<file path="src/hw/rtl/irt_pkg.sv">
`timescale 1ns / 1ps
`default_nettype none

package irt_pkg;

  // Opcodes of an input item.
  localparam logic [1:0] OP_SQRT  = 2'd0;
  localparam logic [1:0] OP_CBRT  = 2'd1;
  localparam logic [1:0] OP_RSQRT = 2'd2;

  // Step counts of the three iterations.
  localparam int unsigned DIV_STEPS  = 64;
  localparam int unsigned CBRT_STEPS = 11;
  localparam int unsigned SQRT_STEPS = 32;

  // Register stages behind the input register, then the result register.
  localparam int unsigned NUM_STAGES = DIV_STEPS + SQRT_STEPS;

  // Result of a reciprocal square root of zero.
  localparam logic [31:0] RSQRT_ZERO = 32'h7FFF_FFFF;

  // Everything one item carries down the pipeline.
  typedef struct packed {
    logic        valid;
    logic [1:0]  opcode;
    logic [31:0] radicand;
    logic [31:0] drem;   // remainder of (2^64-1) / radicand
    logic [63:0] quo;    // quotient bits so far
    logic [31:0] cx;     // cube root remainder
    logic [10:0] cy;     // cube root so far
    logic [33:0] srem;   // square root remainder
    logic [31:0] sroot;  // square root so far
    logic [63:0] mrad;   // square root radicand, top pair consumed next
  } irt_stage_t;

endpackage

`default_nettype wire

</file>
<file path="src/hw/rtl/irt_stage.sv">
`timescale 1ns / 1ps
`default_nettype none

module irt_stage #(
  parameter int unsigned Idx = 1
) (
  input  logic                  clk_i,
  input  logic                  rst_ni,
  input  irt_pkg::irt_stage_t   stage_i,
  output irt_pkg::irt_stage_t   stage_o
);
  import irt_pkg::*;

  localparam bit          DoDiv   = (Idx <= DIV_STEPS);
  localparam bit          DoCbrt  = (Idx <= CBRT_STEPS);
  localparam bit          DoSqrt  = (Idx > DIV_STEPS);
  localparam bit          SqFirst = (Idx == DIV_STEPS + 1);
  localparam int unsigned CbShift = DoCbrt ? (30 - 3 * (Idx - 1)) : 0;

  irt_stage_t  nxt;
  logic [32:0] dshift;
  logic [32:0] ddiff;
  logic        dge;
  logic [10:0] y2;
  logic [11:0] y2p1;
  logic [22:0] prod;
  logic [24:0] cb;
  logic [31:0] cbw;
  logic        cge;
  logic [33:0] srem_s;
  logic [31:0] root_s;
  logic [63:0] mrad_s;
  logic [35:0] st;
  logic [35:0] strial;
  logic [35:0] sdiff;
  logic        sge;

  // One step of each iteration that this stage owns.
  always_comb begin
    nxt = stage_i;

    // Restoring division step; the dividend is all ones.
    dshift = {stage_i.drem, 1'b1};
    dge    = (dshift >= {1'b0, stage_i.radicand});
    ddiff  = dshift - {1'b0, stage_i.radicand};
    if (DoDiv) begin
      nxt.drem = dge ? ddiff[31:0] : dshift[31:0];
      nxt.quo  = {stage_i.quo[62:0], dge};
    end

    // Cube root step: try y = 2y+1 against 3y(y+1)+1 at this bit position.
    y2   = {stage_i.cy[9:0], 1'b0};
    y2p1 = {1'b0, y2} + 12'd1;
    prod = 23'(y2 * y2p1);
    cb   = {1'b0, prod, 1'b0} + {2'b0, prod} + 25'd1;
    cbw  = {7'b0, cb};
    cge  = ((stage_i.cx >> CbShift) >= cbw);
    if (DoCbrt && cge) begin
      nxt.cx = stage_i.cx - (cbw << CbShift);
      nxt.cy = y2p1[10:0];
    end else if (DoCbrt) begin
      nxt.cy = y2;
    end

    // Square root step, two radicand bits at a time.
    if (SqFirst) begin
      srem_s = '0;
      root_s = '0;
      mrad_s = (stage_i.opcode == OP_RSQRT) ? stage_i.quo : {32'b0, stage_i.radicand};
    end else begin
      srem_s = stage_i.srem;
      root_s = stage_i.sroot;
      mrad_s = stage_i.mrad;
    end
    st     = {srem_s, mrad_s[63:62]};
    strial = {2'b0, root_s, 2'b01};
    sge    = (st >= strial);
    sdiff  = st - strial;
    if (DoSqrt) begin
      nxt.srem  = sge ? sdiff[33:0] : st[33:0];
      nxt.sroot = {root_s[30:0], sge};
      nxt.mrad  = {mrad_s[61:0], 2'b00};
    end
  end

  // Stage register; reset clears the whole item, valid bit included.
  always_ff @(posedge clk_i or negedge rst_ni) begin
    if (!rst_ni) begin
      stage_o <= '0;
    end else begin
      stage_o <= nxt;
    end
  end

endmodule

`default_nettype wire

</file>
<file path="config.mk">
export PLATFORM = sky130hd
export DESIGN_NAME = irt_stage
export DESIGN_NICKNAME = d
export VERILOG_FILES = /design/src/hw/rtl/irt_pkg.sv /design/src/hw/rtl/irt_stage.sv
export SDC_FILE = /design/constraint.sdc
export NUM_CORES = 1
export LEC_CHECK = 0
export ABC_AREA = 0
export BUFFER_PORTS_ARGS = -buffer_cell sky130_fd_sc_hd__buf_2
export CORE_AREA = 3 3 235 237
export CTS_CLUSTER_DIAMETER = 50
export DETAILED_ROUTE_END_ITERATION = 12
export DIE_AREA = 0 0 238 240
export PLACE_DENSITY = 0.51
export SYNTH_ARGS = -nofsm -noshare
export SYNTH_HDL_FRONTEND = slang
export SYNTH_SLANG_ARGS = --single-unit
</file>
<file path="constraint.sdc">
create_clock -name clk_i -period 0.8 [get_ports clk_i]
set_input_delay 0.04 -clock clk_i [delete_from_list [all_inputs] [get_ports clk_i]]
set_output_delay 0.04 -clock clk_i [all_outputs]
set_load 0.03 [all_outputs]
</file>
==> flow_metrics.env <==
export IMPL_ys_ff_latch=304
export IMPL_cpMostUsedCell="fa_1"
export IMPL_setup_viol=340
export IMPL_clkPwrFrac=0.207
export IMPL_yosysWarnings=0
export IMPL_layout_drive_gt1_share=0.474
export IMPL_gr_total_overflow=0
export IMPL_max_slew_worst_pin_slew_ns=0.418
export IMPL_routedWlPerCell_um=20.1
export IMPL_drc_errors=0
export IMPL_rows=85
export IMPL_root_buffer="clkbuf_16"
export IMPL_syn_area_um2=14100
export IMPL_antenna_found_initial=12
export IMPL_path_buf_inv=5
export IMPL_synthDistinctLibCells=74
export IMPL_drt_pre_antenna_iters=4
export IMPL_vias=13654
export IMPL_synth_edf_count=0
export IMPL_vdd_ir_drop_worst_mv=4.94
export IMPL_regArea_um2=7610
export IMPL_cts_tree="built"
export IMPL_cts_sinks=304
export IMPL_nets=2864
export IMPL_multi_input_area_um2=6480
export IMPL_ioPinCount=610
export IMPL_hold_violations=13
export IMPL_outcome="finished with violations"
export IMPL_path_max_fanout=5
export IMPL_htreeDepth=2
export IMPL_regMostFlops="stage_o"
export IMPL_gr_usage_all_layers=0.215
export IMPL_whs_ns=-0.0595
export IMPL_timing_fmax_mhz=159
export IMPL_start_util=0.264
export IMPL_p_int_mw=60.4
export IMPL_end_kind="flop"
export IMPL_slew_headroom=0.719
export IMPL_yosys_most_used_dff="dfrtp_1"
export IMPL_required_ns=1.25
export IMPL_async_flop_share=1.00
export IMPL_fillCellCount=4493
export IMPL_dr_first_iter_drc_count=535
export IMPL_gp_congestion=0.888
export IMPL_slew_viol_final=0
export IMPL_die_h_um=240
export IMPL_power_density_nw_per_um2=3570
export IMPL_finalCritPeriodShare=7.86
export IMPL_wl_um=63000
export IMPL_coreArea_um2=53500
export IMPL_setup_ws_ns=-5.49
export IMPL_cp_arrival_ns=6.74
export IMPL_grt_pass1_wl_um=92600
export IMPL_cp_top_family="adder cells"
export IMPL_cts_buffer_depth=3
export IMPL_top_regs="stage_o: 304 flops"
export IMPL_syn_avg_cell_area_um2=12.5
export IMPL_clk_pin_slew_ns=0.06
export IMPL_synth_nets=1601
export IMPL_rsz0062_at_grt="true"
export IMPL_hp_class="input pin to asynchronous set/reset pin"
export IMPL_slowest_stage="fa_1"
export IMPL_die_x_um=238
export IMPL_ant_nets=0
export IMPL_criticalPathCategory="input pin to flop"
export IMPL_largest_reg_flops=304
export IMPL_p_comb_frac=0.623
export IMPL_synthCells=1130
export IMPL_dp_hpwl_um=46700
export IMPL_violations="negative hold slack, negative setup slack"
export IMPL_maxCapViolations=0
export IMPL_switching_power_mw=39.2
export IMPL_grt_max_degree=54
export IMPL_swShare=0.394
export IMPL_seq_power_share=0.171
export IMPL_grt_pass1_vias=14947
export IMPL_die_area_um2=57100
export IMPL_synthToLayoutAreaGrowth_pct=97.7
export IMPL_cts_buffers=45
export IMPL_io_buffers=607
export IMPL_power_leakage_nw=13.8
export IMPL_seq_area_frac_synth=0.539
export IMPL_max_stage_delay_ns=0.54
export IMPL_post_place_ws_ns=-6.47
export IMPL_min_period_ns=6.29
export IMPL_via_per_inst=4.37
export IMPL_cp_start_kind="input pin"
[power by group through the flow]
stage | logic, mW | registers, mW | clock network [mW]
final | 62.0 | 17.0 | 20.6
after global routing | 65.4 | 17.1 | 21.8
after CTS | 60.9 | 17.0 | 21.1
after detailed placement | 54.5 | 17.0 | 0
after global placement | 54.4 | 17.0 | 0
after floorplan | 30.4 | 19.1 | 0
[routing by layer]
| metal | share of wire | global-route usage |
|---|---|---|
| met5 | 0.0010 | 0 |
| met4 | 0.039 | 0.0880 |
| met3 | 0.053 | 0.0479 |
| met2 | 0.51 | 0.377 |
| met1 | 0.40 | 0.255 |
[logic make-up after synthesis]
family	Yosys count	share of synthesized area
XOR/XNOR	61	0.0384
flip-flops	304	0.539
buffers and inverters	160	0.0442
AND/OR/NAND/NOR	206	0.0770
AO/OA/AOI/OAI	196	0.0940
adder cells (fa/ha/maj)	165	0.177
multiplexers	38	0.0300
[area by class of cell]
| cell class | count | share of cell area |
|---|---|---|
| multi-input combinational | 666 | 0.232 |
| timing repair buffer | 1235 | 0.387 |
| clock inverter | 32 | 0.0149 |
| tap | 696 | 0.0312 |
| sequential | 304 | 0.273 |
| inverter | 141 | 0.0198 |
| clock buffer | 50 | 0.0411 |
| antenna | 4 | 0.000359 |
[cell usage in the layout, fill, tap and decap left out, drive strengths merged, types with 39 or more instances in the layout]
cell type | Yosys | final
fa | 58 | 58
inv | 141 | 157
nor2 | 39 | 39
dfrtp | 304 | 304
nand2 | 49 | 49
dlygate4sd3 | 0 | 302
ha | 107 | 107
buf | 8 | 932
clkbuf | 11 | 50
a21oi | 60 | 60
xnor2 | 39 | 39
[final timing paths]
kind / startpoint / endpoint / cells after the start
min: rst_ni / stage_o[62] / 2
max: stage_i[134] / stage_o[172] / 29
max in group asynchronous: rst_ni / stage_o[49] / 4
min in group clk_i: stage_i[271] / stage_o[239] / 4
[cell usage after synthesis, drive strengths merged, types with 8 or more instances]
| cell type | number | area [um^2] |
|---|---|---|
| dfrtp | 304 | 7610 |
| inv | 141 | 532 |
| ha | 107 | 1340 |
| a21oi | 60 | 304 |
| fa | 58 | 1160 |
| nand2 | 49 | 186 |
| nor2 | 39 | 146 |
| xnor2 | 39 | 349 |
| mux2 | 34 | 383 |
| o21ai | 29 | 149 |
| a21o | 26 | 195 |
| xor2 | 22 | 193 |
| and2 | 21 | 131 |
| nor3 | 17 | 85.1 |
| nand2b | 15 | 93.8 |
| o21a | 14 | 105 |
| nand3 | 12 | 60.1 |
| clkbuf | 11 | 42.5 |
| nand4 | 10 | 68.8 |
| nor2b | 10 | 62.6 |
| buf | 8 | 48.8 |
[per-stage QoR]
step | total power [mW] | TNS [ns] | utilization | instance area, um^2 | cells
floorplan | 49.6 | -86.09 | - | 14500 | 1130
detailed placement | 71.5 | -101.42 | 0.385 | 20600 | 2709
finish | 99.6 | -196.42 | 0.521 | 27900 | 3128
global placement | 71.4 | -100.88 | 0.385 | 20600 | 2709
CTS | 98.9 | -205.83 | 0.518 | 27700 | 3119
global route | 104 | -214.78 | 0.521 | 27900 | 3128
[timing repair]
action | 4_1_cts | 5_1_grt
cloned | 2 | 0
buffers inserted | 26 | 8
gates resized for setup | 700 | 32
hold buffers | 302 | 3
setup endpoints to repair | 340 | 340
pin swaps | 35 | 24
endpoints found under the hold margin | 606 | 16
No activity file was read; power rests on OpenSTA's default activity.
